$ cat src/hw/rtl/efba_pkg.sv
// ----------------------------------------------------------------------------
// efba_pkg
// Shared constants and types of the exact-fit block allocator.
// ----------------------------------------------------------------------------
package efba_pkg;

    localparam int MAX_BLOCKS = 256;
    localparam int IDX_W      = $clog2(MAX_BLOCKS);
    localparam int CNT_W      = IDX_W + 1;
    localparam int ADDR_W     = 48;
    localparam int SIZE_W     = 32;
    localparam int NEED_W     = 33;
    localparam int BYTES_W    = 34;
    localparam int LIMIT_W    = 32;
    localparam int CFG_IDX_W  = 1;

    localparam logic [BYTES_W-1:0] BYTES_MAX = {BYTES_W{1'b1}};
    localparam logic [LIMIT_W-1:0] LIMIT_RST = 32'h0100_0000;

    typedef enum logic [2:0] {
        ST_OK        = 3'd0,
        ST_REJECTED  = 3'd1,
        ST_LIMIT     = 3'd2,
        ST_FULL      = 3'd3,
        ST_NOT_BLOCK = 3'd4
    } t_status;

    typedef enum logic [CFG_IDX_W-1:0] {
        REG_BASE  = 1'b0,
        REG_LIMIT = 1'b1
    } t_reg;

    typedef enum logic [2:0] {
        S_IDLE,
        S_READ,
        S_CHECK,
        S_DONE
    } t_state;

    // table entry
    typedef struct packed {
        logic [ADDR_W-1:0] start;
        logic [NEED_W-1:0] bytes;
        logic              in_use;
    } t_entry;

    // controller -> table memory
    typedef struct packed {
        logic             rd_en;
        logic [IDX_W-1:0] rd_idx;
        logic             wr_en;
        logic [IDX_W-1:0] wr_idx;
        t_entry           wr_data;
    } t_mem_req;

endpackage

$ cat src/hw/rtl/efba_ctrl.sv
// ----------------------------------------------------------------------------
// efba_ctrl
// Request sequencer: walks the table, then updates it and the counters.
// ----------------------------------------------------------------------------
module efba_ctrl (
    input  logic                                i_clk,
    input  logic                                i_rst_n,
    input  logic [efba_pkg::ADDR_W-1:0]         i_base,
    input  logic [efba_pkg::LIMIT_W-1:0]        i_limit,
    input  logic                                i_valid,
    output logic                                o_ready,
    input  logic                                i_command,
    input  logic [efba_pkg::SIZE_W-1:0]         i_request_size,
    input  logic [efba_pkg::SIZE_W-1:0]         i_padding,
    input  logic                                i_want_writable,
    input  logic                                i_want_user,
    input  logic                                i_page_request,
    input  logic [efba_pkg::ADDR_W-1:0]         i_free_address,
    output efba_pkg::t_mem_req                  o_mem,
    input  efba_pkg::t_entry                    i_rd_data,
    output logic                                o_valid,
    input  logic                                i_ready,
    output logic [2:0]                          o_status,
    output logic [efba_pkg::ADDR_W-1:0]         o_block_address,
    output logic                                o_map_request,
    output logic                                o_map_writable,
    output logic                                o_map_user,
    output logic [efba_pkg::CNT_W-1:0]          o_block_count
);

    localparam int IW = efba_pkg::IDX_W;
    localparam int CW = efba_pkg::CNT_W;
    localparam int AW = efba_pkg::ADDR_W;
    localparam int NW = efba_pkg::NEED_W;
    localparam int BW = efba_pkg::BYTES_W;

    efba_pkg::t_state r_state, n_state;

    logic          r_cmd, r_wr, r_usr;
    logic [NW-1:0] r_need;
    logic [AW-1:0] r_faddr;
    logic [CW-1:0] r_idx, n_idx;
    logic [CW-1:0] r_count;
    logic [BW-1:0] r_bytes;
    logic [AW-1:0] r_offset;

    logic          r_ovalid;
    logic [2:0]    r_status;
    logic [AW-1:0] r_addr;
    logic          r_mreq, r_mwr, r_musr;

    logic          hit;
    logic          walk_end;
    logic [BW:0]   sum;
    logic          early;
    logic [2:0]    early_st;
    logic          done_go;

    assign hit = r_cmd ? (i_rd_data.start == r_faddr)
                       : (i_rd_data.bytes == r_need && !i_rd_data.in_use);
    assign walk_end = (r_idx >= r_count);
    assign sum = {1'b0, r_bytes} + (BW+1)'(r_need);

    assign early = !i_command && (i_page_request || i_request_size == '0
                                  || r_bytes > BW'(i_limit));
    assign early_st = (i_page_request || i_request_size == '0)
                      ? efba_pkg::ST_REJECTED : efba_pkg::ST_LIMIT;

    assign o_ready = (r_state == efba_pkg::S_IDLE) && (!r_ovalid || i_ready);
    assign done_go = !r_ovalid || i_ready;

    // next state
    always_comb begin
        n_state = r_state;
        n_idx   = r_idx;
        unique case (r_state)
            efba_pkg::S_IDLE: begin
                if (i_valid && o_ready && !early) begin
                    n_state = efba_pkg::S_READ;
                    n_idx   = '0;
                end
            end
            efba_pkg::S_READ: begin
                n_state = walk_end ? efba_pkg::S_DONE : efba_pkg::S_CHECK;
            end
            efba_pkg::S_CHECK: begin
                if (hit) begin
                    n_state = efba_pkg::S_DONE;
                end else begin
                    n_idx   = r_idx + CW'(1);
                    n_state = efba_pkg::S_READ;
                end
            end
            efba_pkg::S_DONE: begin
                if (done_go) begin
                    n_state = efba_pkg::S_IDLE;
                end
            end
            default: n_state = efba_pkg::S_IDLE;
        endcase
    end

    // memory requests
    always_comb begin
        o_mem = '0;
        o_mem.rd_idx = r_idx[IW-1:0];
        o_mem.rd_en  = (r_state == efba_pkg::S_READ) && !walk_end;
        o_mem.wr_idx = r_idx[IW-1:0];
        if (r_state == efba_pkg::S_DONE && done_go && !walk_end) begin
            o_mem.wr_en   = 1'b1;
            o_mem.wr_data = i_rd_data;
            o_mem.wr_data.in_use = !r_cmd;
        end else if (r_state == efba_pkg::S_DONE && done_go && !r_cmd
                     && r_count < CW'(efba_pkg::MAX_BLOCKS)) begin
            o_mem.wr_en         = 1'b1;
            o_mem.wr_data.start = i_base + r_offset;
            o_mem.wr_data.bytes = r_need;
            o_mem.wr_data.in_use = 1'b1;
        end
    end

    always_ff @(posedge i_clk) begin
        if (!i_rst_n) begin
            r_state  <= efba_pkg::S_IDLE;
            r_idx    <= '0;
            r_count  <= '0;
            r_bytes  <= '0;
            r_offset <= '0;
            r_ovalid <= 1'b0;
        end else begin
            r_state <= n_state;
            r_idx   <= n_idx;
            if (r_ovalid && i_ready) begin
                r_ovalid <= 1'b0;
            end
            if (r_state == efba_pkg::S_IDLE && i_valid && o_ready && early) begin
                r_ovalid <= 1'b1;
                r_status <= early_st;
                r_addr   <= '0;
                r_mreq   <= 1'b0;
                r_mwr    <= 1'b0;
                r_musr   <= 1'b0;
            end
            if (r_state == efba_pkg::S_DONE && done_go) begin
                r_ovalid <= 1'b1;
                r_status <= efba_pkg::ST_OK;
                r_addr   <= '0;
                r_mreq   <= 1'b0;
                r_mwr    <= 1'b0;
                r_musr   <= 1'b0;
                if (r_cmd) begin
                    if (walk_end) begin
                        r_status <= efba_pkg::ST_NOT_BLOCK;
                    end else if (i_rd_data.in_use) begin
                        r_bytes <= (r_bytes > BW'(i_rd_data.bytes))
                                   ? r_bytes - BW'(i_rd_data.bytes) : '0;
                    end
                end else if (!walk_end) begin
                    r_addr  <= i_rd_data.start;
                    r_mreq  <= 1'b1;
                    r_mwr   <= r_wr;
                    r_musr  <= r_usr;
                    r_bytes <= sum[BW] ? efba_pkg::BYTES_MAX : sum[BW-1:0];
                end else if (r_count >= CW'(efba_pkg::MAX_BLOCKS)) begin
                    r_status <= efba_pkg::ST_FULL;
                end else begin
                    r_addr   <= i_base + r_offset;
                    r_mreq   <= 1'b1;
                    r_mwr    <= r_wr;
                    r_musr   <= r_usr;
                    r_bytes  <= sum[BW] ? efba_pkg::BYTES_MAX : sum[BW-1:0];
                    r_offset <= r_offset + AW'(r_need);
                    r_count  <= r_count + CW'(1);
                end
            end
        end
    end

    always_ff @(posedge i_clk) begin
        if (r_state == efba_pkg::S_IDLE && i_valid && o_ready) begin
            r_cmd   <= i_command;
            r_wr    <= i_want_writable;
            r_usr   <= i_want_user;
            r_need  <= NW'(i_request_size) + NW'(i_padding);
            r_faddr <= i_free_address;
        end
    end

    assign o_valid         = r_ovalid;
    assign o_status        = r_status;
    assign o_block_address = r_addr;
    assign o_map_request   = r_mreq;
    assign o_map_writable  = r_mwr;
    assign o_map_user      = r_musr;
    assign o_block_count   = r_count;

endmodule

$ cat config.mk
export PLATFORM = sky130hd
export DESIGN_NAME = efba_ctrl
export DESIGN_NICKNAME = d
export VERILOG_FILES = /design/src/hw/rtl/efba_pkg.sv /design/src/hw/rtl/efba_ctrl.sv
export SDC_FILE = /design/constraint.sdc
export NUM_CORES = 1
export LEC_CHECK = 0
export BUFFER_PORTS_ARGS = -buffer_cell sky130_fd_sc_hd__clkbuf_2
export CAP_MARGIN = 20
export CORE_UTILIZATION = 43
export CTS_CLUSTER_SIZE = 30
export DETAILED_ROUTE_END_ITERATION = 10
export PLACE_DENSITY = 0.65
export SETUP_SLACK_MARGIN = 0.4
export SKIP_CTS_REPAIR_TIMING = 1
export SYNTH_ARGS = -nofsm -noshare
export SYNTH_HDL_FRONTEND = slang
export SYNTH_SLANG_ARGS = --single-unit
export TNS_END_PERCENT = 50
$ cat constraint.sdc
create_clock -name i_clk -period 14.9 [get_ports i_clk]
set_input_delay 1.49 -clock i_clk [delete_from_list [all_inputs] [get_ports i_clk]]
set_output_delay 1.49 -clock i_clk [all_outputs]
set_load 0.02 [all_outputs]
==> impl_results.md, run 1 <==
- Sinks on Clock Net: 241
- Maximum clock insertion buffer count: 3
- Hold Vio Cnt, Final: 0
- Cell chain of the critical path: clkbuf_2 -> nand2b_1 -> nand3_1 -> nor3_1 -> and2_4 -> buf_4 -> nand4b_1 -> mux2i_1 -> nor2_1 -> nand2_1 -> clkbuf_2
- Max Freq: 156.4 MHz
- Net count reported at finish: 3415
- Detailed Place HPWL: 60760 um
- Yosys reg bits: 241
- Commonest non-fill, non-tap cells in the layout: clkbuf_2 (446), nand2_1 (280), a21oi_1 (279)
- Drt drc: 0
- Post-route insts no fill: 3593
- GPL Wtd Cong: 0.9437
- Core area: 48150 um^2
- GRT Util Overall: 29.05%
- P per Cell Area: 78.60 nW/um^2
- Clock transition at path regs: 0.06 ns
- Final WL: 75740 um
- Die X: 223.7 um
- Nature of the critical path endpoint: output port
- Via count of the routed design: 20830
- Min cycle time layout: 6.392 ns
- # port buffers: 446
- DR pass1 iterations: 5
- Post-Synthesis Cell Area: 21130 um^2
- Cell variety after synth: 82
- Initial Utilization: 43.88%
- Syn. warnings: 0
- Avg Vias per Cell: 5.798
- Status: complete, no violations
- Crit path max fanout: 63
- Syn avg cell area: 8.390 um^2
- Layout cells sized above 1: 18.81%
- Leak Pwr: 0.01200 uW
- 1st-iter DRT viols: 1757
- Die ar.: 50020 um^2
- RSZ-0062 raised after global routing: no
- Ys flop type: edfxtp_1
- First-pass GRT wire length: 113000 um
- Slew HR: 28.71%
- Largest net degree at the start of global routing: 65
- Layout Skew: 0.03526 ns
- Max_cap viols: 0
- Required @ worst endpoint: 13.41 ns
- Num rows: 80
- Seq/Total Area, Yosys: 29.38%
- Worst slew pin tran: 1.069 ns
- Clock Latency Late Sink: 0.61 ns
- Initial antenna violation count: 7
- Hold Crit Class: flip-flop to flip-flop
- Mapped Cells: 2518
- Final worst-path cycle share: 42.90%
- R2R Setup Slk: 10.64 ns
- Total grt overflow: 0
- Startpoint class of the critical path: primary input
- CP Class: primary input to output port
- CP max-delay cell: buf_4
- Placed Instances: 3530
- Post-DRT Antenna Nets: 0
- Slew Limit Fails: 0
- Max incr delay on CP: 0.73 ns
- Maximum VDD drop: 96.54 uV
- Wire length per cell: 21.08 um
- H-tree Lvls: 1
- Net count after synthesis: 3027
- Final setup viols: 0
- CTS buffer count: 30
- DIE HEIGHT: 223.7 um
- TNS Setup: 0 ns
- Root Buffer: clkbuf_16
- IO Pins: 447
- Commonest non-fill, non-tap cell in the layout: clkbuf_2
- CP Data Arrival Time: 4.90 ns
- Async SR Flop Fraction: 0%
- Util after Layout: 51.55%
- Crit path top cell by count: clkbuf_2
- Vias in the first global route: 19480
- Post-synth EDFFs: 138
- CTS tree: yes
- Synth-to-Final Area Change: 17.47%
[synthesized netlist by cell type, drive strengths merged, types with 4 or more instances]
| cell | number | area (um^2) |
|---|---|---|
| a21oi | 282 | 1419 |
| nand2 | 281 | 1055 |
| ha | 222 | 2778 |
| xnor2 | 158 | 1384 |
| o21ai | 155 | 783.3 |
| a21o | 146 | 1096 |
| nor2 | 139 | 524.3 |
| edfxtp | 138 | 4144 |
| inv | 136 | 510.5 |
| dfxtp | 103 | 2062 |
| xor2 | 95 | 832.1 |
| clkbuf | 70 | 262.8 |
| nand3 | 52 | 260.3 |
| nand4 | 52 | 325.3 |
| a22o | 51 | 446.7 |
| buf | 33 | 195.2 |
| nor3 | 33 | 170.2 |
| a31oi | 31 | 193.9 |
| o21bai | 28 | 210.2 |
| nor2b | 27 | 168.9 |
| a211oi | 25 | 187.7 |
| nand2b | 25 | 156.4 |
| o21a | 24 | 180.2 |
| nor4 | 21 | 131.4 |
| and3 | 20 | 125.1 |
| and2 | 16 | 100.1 |
| o211ai | 16 | 120.1 |
| or3 | 10 | 62.56 |
| o31ai | 9 | 72.57 |
| o41ai | 9 | 131.4 |
| or2 | 9 | 56.30 |
| a31o | 8 | 70.07 |
| and4 | 8 | 72.57 |
| a211o | 7 | 61.31 |
| a221oi | 6 | 52.55 |
| a21boi | 5 | 37.53 |
| a22oi | 5 | 42.54 |
| fa | 5 | 100.1 |
| a311oi | 4 | 35.03 |
| nor3b | 4 | 30.03 |
| or3b | 4 | 35.04 |
[metal layers]
layer / GRT usage [%] / part of all wire [%] / vias up
met5: 0 / 0 / -
li1: - / - / 9991
met3: 3.843 / 6.9 / 154
met2: 47.33 / 45 / 885
met4: 12.20 / 4.2 / 0
met1: 38.63 / 44 / 9802
[power breakdown]
group / total, uW / leakage, uW / switching (uW) / internal (uW)
combinational: 453 / 0.00935 / 273 / 181
clock: 697 / 0.000459 / 310 / 388
sequential: 800 / 0.00219 / 51.9 / 748
total: 1950 / 0.0120 / 634 / 1320
[critical path, delay by kind of cell]
family / cells / cell delay [ns]
buffers and inverters: 3 / 0.98
multiplexers: 1 / 0.16
AND/OR/NAND/NOR: 7 / 2.20
[flip-flops by register name, indices dropped and copies added (netlist names)]
register and flops:
o_block_address 48, r_faddr 48, r_offset 48, r_bytes 34, r_need 33, o_block_count 9
r_idx 9, o_status 3, r_state 2, o_map_request 1, o_map_user 1, o_map_writable 1
o_valid 1, r_cmd 1, r_usr 1, r_wr 1
[area by class of cell]
class / instances / area (um^2)
inverters: 136 / 510.5
fillers: 4659 / 23330
flip-flops and latches: 241 / 6206
multi-input cells: 2038 / 13990
repair buffers: 459 / 2330
clock buffers: 32 / 758.2
well taps: 656 / 820.8
diodes: 7 / 17.52
clock inverters: 24 / 182.7
[through the flow]
stage	setup WS, ns	instance area (um^2)	power, uW	hold WS [ns]
6_report	8.508	24820	1951	0.4715
5_1_grt	8.253	24820	2033	0.4969
4_1_cts	8.494	24800	1959	0.4744
3_5_place_dp	8.487	23860	1258	0.4643
3_3_place_gp	8.634	23860	1253	0.4564
2_1_floorplan	7.149	21130	1085	0.4356
[logic make-up after synthesis]
family	count (synthesis)	synth area share (%)
adders and majority gates	227	13.62
muxes	5	0.2487
and+or+nand+nor	712	15.93
DFF	241	29.38
buffers and inverters	239	4.584
AOI/OAI and AO/OA	841	25.76
xor gates and xnor gates	253	10.49
[final timing paths]
path | start | endpoint | cells after the start
max | i_ready | o_mem[78] | 11
min | r_idx[8]$_SDFFE_PN0P_ | r_idx[8]$_SDFFE_PN0P_ | 1
max reg2reg | r_need[0]$_DFFE_PP_ | r_bytes[10]$_SDFFE_PN0P_ | 15
min reg2reg | r_idx[8]$_SDFFE_PN0P_ | r_idx[8]$_SDFFE_PN0P_ | 1
Power figures use the tool's default switching activity.
==> run 2, diff against run 1 <==
PLACE_DENSITY = 0.68   (was 0.65)
clock period = 5.6 ns   (was 14.9 ns; I/O delays follow)
==> impl_results.md, run 2 (synthesized netlist as in run 1, its figures left out) <==
- Largest net degree at the start of global routing: 80 (+23%)
- Hold depth: 1 (unchanged)
- Max Freq: 206.2 MHz
- # port buffers: 446 (unchanged)
- Area of the multi-input gates: 13980 um^2 (about the same)
- Final setup viols: 0 (unchanged)
- Worst Path Buf+Inv: 3 (unchanged)
- GPL Wtd Cong: 0.9873 (+4.6%)
- Die ar.: 50020 um^2 (unchanged)
- TNS Setup: 0 ns (unchanged)
- H-tree Lvls: 1 (unchanged)
- 1st-iter DRT viols: 1773 (+0.91%)
- Maximum VDD drop: 227.2 uV (+140%)
- Hold Vio Cnt, Final: 0 (unchanged)
- Die X: 223.7 um (unchanged)
- Detailed Place HPWL: 61650 um (+1.5%)
- Leak Pwr: 0.01209 uW (+0.77%)
- Core area: 48150 um^2 (unchanged)
- Total grt overflow: 0 (unchanged)
- Post-DRT Antenna Nets: 0 (unchanged)
- Crit-path leading delay family: compound AO/OA/AOI/OAI gates
- R2R cell count: 14 (-1)
- Root Buffer: clkbuf_16
- Register area: 6206 um^2 (unchanged)
- Cell chain of the critical path: inv_1 -> ha_1 -> nand2b_1 -> a21o_1 -> a21oi_1 -> o211ai_1 -> a21o_1 -> a21o_1 -> nor2_4 -> buf_4 -> nand2_1 -> o21ai_0 -> clkbuf_2
- Initial antenna violation count: 4 (-3)
- IO Pins: 447 (unchanged)
- Pwr Total: 5478 uW (+180%)
- Required @ worst endpoint: 5.04 ns (-8.37 ns)
- Initial Utilization: 43.88% (unchanged)
- Slew Limit Fails: 0 (unchanged)
- RSZ-0062 raised after global routing: no
- Maximum clock insertion buffer count: 3 (unchanged)
- Layout Skew: 0.01712 ns (-0.01815 ns)
- Startpoint class of the critical path: flip-flop
- Via count of the routed design: 20880 (+0.21%)
- Drt drc: 0 (unchanged)
- Status: complete, no violations
- Worst slew pin tran: 1.009 ns (-0.06042 ns)
- Final WL: 76470 um (+0.96%)
- CTS tree: yes
- Commonest non-fill, non-tap cells in the layout: clkbuf_2 (446), nand2_1 (280), a21oi_1 (279)
- Slew HR: 32.74% (+4.0 points)
- CTS buffer count: 30 (unchanged)
- Clock Latency Late Sink: 0.59 ns (-0.02 ns)
- Placed inst area: 23900 um^2 (+0.16%)
- Avg Vias per Cell: 5.808 (+0.18%)
- Min cycle time layout: 4.849 ns
- Clock transition at path regs: 0.07 ns (about the same)
- DR pass1 iterations: 5 (unchanged)
- Fin area: 24970 um^2 (+0.61%)
- CP Class: flip-flop to output port
- Sinks on Clock Net: 241 (unchanged)
- Nature of the critical path endpoint: output port
- Num rows: 80 (unchanged)
- Max incr delay on CP: 0.62 ns (-0.11 ns)
- Instance count on the critical path: 13 (+2)
- Commonest non-fill, non-tap cell in the layout: clkbuf_2
- Max_cap viols: 0 (unchanged)
- Hold Crit Class: primary input to flip-flop
- First-pass GRT wire length: 115200 um (+1.9%)
- DIE HEIGHT: 223.7 um (unchanged)
- Fill count: 4581 (-1.7%)
- P per Cell Area: 219.4 nW/um^2 (+180%)
- Net count reported at finish: 3421 (+0.18%)
- Layout cells sized above 1: 18.90% (+0.098 points)
- Crit path max fanout: 48 (-24%)
- Synth-to-Final Area Change: 18.19%
- CP Data Arrival Time: 4.29 ns (-0.61 ns)
- Wire length per cell: 21.28 um (+0.93%)
- Crit path top cell by count: a21o_1
- Vias in the first global route: 19910 (+2.2%)
- GRT Util Overall: 29.53% (+0.49 points)
- Final worst-path cycle share: 86.58%
- CP max-delay cell: nor2_4
-- run 2: cell types whose count changed in the layout (fill, tap and decap cells not counted) --
cell / change
a21o_2: -1
bufinv_16: +6
nor4_1: +1
nor4_2: -1
clkinv_16: -1
a21o_1: +1
inv_4: -1
inv_6: +1
diode_2: -5
clkinv_4: -3
clkinv_8: +1
clkinv_2: -3
buf_4: +6
-- run 2: metrics by stage --
stage | cells | hold slack [ns] | util [%] | worst slack, ns
after floorplan | 2518 | 0.4356 | - | 0.8724
after global placement | 3536 | 0.4545 | 49.63 | 1.196
after detailed placement | 3536 | 0.4660 | 49.63 | 1.180
after CTS | 3592 | 0.1201 | 51.85 | 0.6944
after global routing | 3594 | 0.1230 | 51.86 | 0.5540
final | 3594 | 0.1493 | 51.86 | 0.7513
-- run 2: cell type report --
type | instances | area share (%)
Inverter | 136 | 2.044
Multi-Input combinational cell | 2038 | 56.01
Clock inverter | 24 | 1.243
Sequential cell | 241 | 24.85
Tap cell | 656 | 3.287
Timing Repair Buffer | 465 | 9.510
Clock buffer | 32 | 3.037
Antenna cell | 2 | 0.02004
-- run 2: worst reg2reg max path: cells and delay by family, from the launching register on --
family,cells,cell delay (ns)
flip-flops,1,0.51
AO/OA/AOI/OAI,7,1.88
AND/OR/NAND/NOR,4,0.79
adder cells (fa/ha/maj),1,0.25
buffers and inverters,2,0.60
-- run 2: worst paths after layout --
path	slack, ns	endpoint	from
worst max-delay path	0.75	o_mem[50]	r_idx[0]$_SDFFE_PN0P_
worst min-delay path	0.15	r_faddr[40]$_DFFE_PP_	i_free_address[40]
worst max register to register	1.48	r_bytes[23]$_SDFFE_PN0P_	r_need[1]$_DFFE_PP_
worst min register to register	0.47	r_idx[8]$_SDFFE_PN0P_	r_idx[8]$_SDFFE_PN0P_
-- run 2: power breakdown --
| part | internal [uW] | leakage [uW] | switching (uW) |
|---|---|---|---|
| Sequential | 1990 | 0.00219 | 134 |
| Combinational | 483 | 0.00939 | 735 |
| Clock | 1300 | 0.000516 | 836 |
-- run 2: routing by layer --
layer / GRT usage, % / wire length [um] / vias up
li1: - / - / 9985
met1: 39.02 / 32970 / 9906
met2: 50.66 / 36160 / 849
met3: 2.846 / 4754 / 131
met4: 9.302 / 2555 / 4
met5: 0 / 27 / -
